[src/rtl/prefix_tree_word_store_defines.svh]
// Assertion macros for the prefix tree word store.
// Used by the RTL files that carry concurrent checks; needs a clk and rst in scope.
`ifndef PREFIX_TREE_WORD_STORE_DEFINES_SVH
`define PREFIX_TREE_WORD_STORE_DEFINES_SVH

// Check a property on every rising clock edge outside reset.
`define PTS_ASSERT(label, prop, msg) \
  label: assert property (@(posedge clk) disable iff (rst) (prop)) else $error(msg);

// Check a property on every rising clock edge, reset included.
`define PTS_ASSERT_ALWAYS(label, prop, msg) \
  label: assert property (@(posedge clk) (prop)) else $error(msg);

`endif

[src/rtl/pts_ram.sv]
// Generic single-clock RAM: one write port, one read port with registered data.
// No dependencies.
module pts_ram #(
  parameter int WIDTH = 8,
  parameter int DEPTH = 16,
  localparam int AddrW = (DEPTH > 1) ? $clog2(DEPTH) : 1
) (
  input  logic             clk,
  input  logic             wr_en,
  input  logic [AddrW-1:0] wr_addr,
  input  logic [WIDTH-1:0] wr_data,
  input  logic             rd_en,
  input  logic [AddrW-1:0] rd_addr,
  output logic [WIDTH-1:0] rd_data
);

  logic [WIDTH-1:0] mem [DEPTH];

  // Write, then register the read data; read data holds between reads
  always_ff @(posedge clk) begin
    if (wr_en) begin
      mem[wr_addr] <= wr_data;
    end
    if (rd_en) begin
      rd_data <= mem[rd_addr];
    end
  end

endmodule

[config.mk]
export PLATFORM = sky130hd
export DESIGN_NAME = pts_ram
export DESIGN_NICKNAME = d
export VERILOG_FILES = /design/src/rtl/prefix_tree_word_store_defines.svh /design/src/rtl/pts_ram.sv
export SDC_FILE = /design/constraint.sdc
export NUM_CORES = 1
export LEC_CHECK = 0
export BUFFER_PORTS_ARGS = -buffer_cell sky130_fd_sc_hd__buf_4
export CAP_MARGIN = 20
export CORE_ASPECT_RATIO = 1.5
export CORE_MARGIN = 2
export CORE_UTILIZATION = 45
export DETAILED_ROUTE_END_ITERATION = 8
export PLACE_DENSITY = 0.66
export SETUP_SLACK_MARGIN = 0.02
export SLEW_MARGIN = 20
export SYNTH_ARGS = -nofsm -noshare
export SYNTH_HDL_FRONTEND = slang
export SYNTH_SLANG_ARGS = --single-unit
[constraint.sdc]
create_clock -name clk -period 1.5 [get_ports clk]
set_input_delay 0 -clock clk [delete_from_list [all_inputs] [get_ports clk]]
set_output_delay 0 -clock clk [all_outputs]
set_load 0.01 [all_outputs]
Word-level counts from Yosys, hierarchy flattened

Memory sizes are Yosys's and may differ from the RTL's. A register that Yosys moved wholly into a read port is not among the register bits.
Index checks and enable logic that the tools add are counted.

Multiplexer cells: 2

Operators by type and width:

| kind              | count |
|---|---|
| 1-bit two-way mux | 2 |

Register bits after elaboration: 0
RAM bits: 128
Input bits: 19
Output and inout port bits: 8
Word-level logic and storage cells: 3
Memories kept: 1

Memories:

| memory | depth | width | rd ports | clocked after Yosys merged registers in | wr ports | RTL line      | RTL |
|---|---|---|---|---|---|---|---|
| mem    | 16    | 8     | 1        | 1                                       | 1        | pts_ram.sv:17 | `logic [WIDTH-1:0] mem [DEPTH];` |

Longest topological paths before layout

Depth in word-level cells: 2
Mapped depth: 5
Mapped depth without buffers: 3

Worst setup path after synthesis

No wires, ideal clock.

Kind: input -> register
Start: input wr_addr[2]
End: memory mem[0][0] (enable)
Setup time: 0.383 ns
Arrival time: 1.110 ns
Required time: 1.117 ns
Path slack: 0.007 ns
Stages: 2
Buffers on the path: 0
Path through: or3b_2 > nor3_1

RTL lines:

| element         | RTL line      | RTL |
|---|---|---|
| start, declared | pts_ram.sv:10 | `input logic [AddrW-1:0] wr_addr,` |
| end, declared   | pts_ram.sv:17 |  |

Straight into the memory's write port.

==> impl_metrics.ini <==
[run_status]
status = finished, final reports clean

[route]
routed_wl_um = 9900
drcViolationCount = 0
antenna_left = 0
initialDrtViolationCount = 192
via_per_inst = 5.49
wl_per_cell_um = 21.7
first_pass_iters = 4
vias = 2507

[layout]
fin_util = 0.558
area_growth_pct = 21.9
diodes = 0
register_area_um2 = 4080
fillerInstances = 864
multi_input_area_um2 = 1100
drive_above_1_share = 0.326
nets = 318
fin_cells = 457

[global_routing]
grt_pass1_wl_um = 15200
antenna_found_initial = 0
first_global_vias = 2709
grt_overflow = 0
track_usage = 0.174
grt_max_degree = 17

[floorplanning]
rows = 48
core_area_um2 = 11400
dieArea_um2 = 12500
fp.dieW_um = 92
io_pins = 27
initial_utilization = 0.458
die_h_um = 136

[worst_setup_path]
cp_slowest_cell = mux4_1
worstSetupEndpointType = register
start_kind = register
worst-path-stages = 3
reg2reg_from = mem[1][5]
r2r-end = rd_data[5]
worstPathArrival_ps = 1630
crit_family = multiplexers
worstPathBufferInverterCount = 0
cp_cell_sequence = mux4_1 -> a22oi_2 -> nand2_1
crit_type = reg -> reg
path_max_fanout = 1
r2r_slack_ps = 30
crit_start = mem[1][5]
critPathCapture = rd_data[5]
rr_worst_depth = 3
crit_required_ps = 1660
slowest_delay_ps = 540

[synthesis]
synth_cell_types = 18
synthCells = 229
syn_nets = 248
synthTopCellsByArea = edfxtp_1, mux4_2, mux4_1
synth_seq_cells = 136
netlist_area_um2 = 5230
postSynthAreaPerCell_um2 = 22.8
ys_warn_count = 0
synth_area_leader_cell = edfxtp_1
netlist.area_leader.share = 0.781
ys_seq_area_frac = 0.781

[clocking]
clk_pin_slew_worst_paths_ps = 50
cts_tree = done
cts.sinks = 136
numCtsBuffers = 17
root_buffer = clkbuf_16
clockBufferDepth = 2
clk_latency_ps = 410
post_cts_buffers = 0
htree_num_levels = 4

[timing]
finClkSkew_ps = 4.83
setup_viol = 0
min_period_ps = 1470
fmax_mhz = 681
period_share = 0.980
rsz0062_at_grt = yes
hold_viol_final = 0
worst_slack_ps = 30.6
worst_pin_slew_ps = 448
tns_ps = 0
maxSlewHeadroom = 0.701
slew_viol_final = 0

[placed_design]
dp_hpwl_um = 6810
place_inst = 421
place_congestion = 0.752
place_ws_ps = 10.6
io_buffers = 26

[min_path]
worstHoldStart = wr_addr[1]
hp-class = in -> reg

[power_and_ir_drop]
peakVddDrop_mv = 0.786
p_per_area_nw_per_um2 = 1280
p_total_mw = 8.13
leakage_nw = 2.16

[run]
drv_cap = 0
## metal layers
metal / share of wire / track usage / up-vias
met1: 0.38 / 0.196 / 1327
li1: - / - / 1114
met2: 0.57 / 0.313 / 56
met4: 0.016 / 0.0746 / 0
met5: 0 / 0 / -
met3: 0.035 / 0.0421 / 10
## sequential cells by signal (all words and copies together) (netlist names)
name     flops
mem        128
rd_data      8
## worst reg2reg max path: stages, from the launching register on
cell,delay (ps)
edfxtp_1,360
mux4_1,540
a22oi_2,250
nand2_1,70
## cells in the mapped netlist
master,instances
clkdlybuf4s25_2,3
nand3_1,1
a22oi_1,16
nand2_1,9
and2b_1,1
nor2b_1,1
buf_4,1
buf_6,3
nor2_1,13
or3b_2,1
nor3_1,4
nand3b_1,2
mux4_2,18
nand2b_1,2
buf_2,3
and2_1,1
mux4_1,14
edfxtp_1,136
## where the power goes
part | switching (mW) | internal [mW]
Combinational | 0.238 | 0.230
Sequential | 0.0228 | 4.29
Clock | 1.33 | 2.02
Total | 1.59 | 6.54
## layout make-up
class | instances | share of cell area
clock inverters | 8 | 0.00589
clock buffers | 19 | 0.0680
repair buffers | 61 | 0.0833
well taps | 150 | 0.0295
flip-flops and latches | 136 | 0.641
multi-input cells | 83 | 0.172
## what timing repair did
action	in CTS	in global routing
resized for setup	0	7
hold buffers	9	0
endpoints found under the hold margin	136	0
setup endpoints to repair	0	6
## layout by cell type, fill, tap and decap left out
cell           count
nor3_1             3
nand3b_1           2
dlygate4sd3_1      9
nand3_1            1
nor3_2             1
clkbuf_1           2
clkbuf_16         17
and2_1             1
and2b_1            1
a22oi_2            7
clkinv_1           4
or3b_2             1
buf_12             4
nor2b_1            1
a22oi_1            9
buf_4             48
nor2_1            13
nand2b_1           2
clkinvlp_4         1
mux4_2            18
mux4_1            14
edfxtp_1         136
nand2_1            9
clkinv_2           3
## through the flow
step | hold slack (ps) | area [µm²]
after floorplan | 98.9 | 5230
after global placement | 295 | 5770
after detailed placement | 308 | 5770
after CTS | 106 | 6330
after global routing | 125 | 6370
final | 122 | 6370
## worst min-delay path by stage
stage	slack [ps]	cells past startpoint	endpoint
3_5_place_dp	310	1	rd_data[4]
5_1_grt	130	3	mem[0][5]
4_1_cts	110	3	mem[0][5]
3_3_place_gp	290	1	mem[5][0]
2_1_floorplan	100	0	mem[0][0]
6_report	120	3	mem[0][5]
## cells by family after synthesis
kind of cell	count (synthesis)	synth area share
buffers and inverters	10	0.0165
muxes	32	0.148
and+or+nand+nor	35	0.0314
AOI/OAI and AO/OA	16	0.0230
DFF	136	0.781
(Power assumes the default switching activity.)
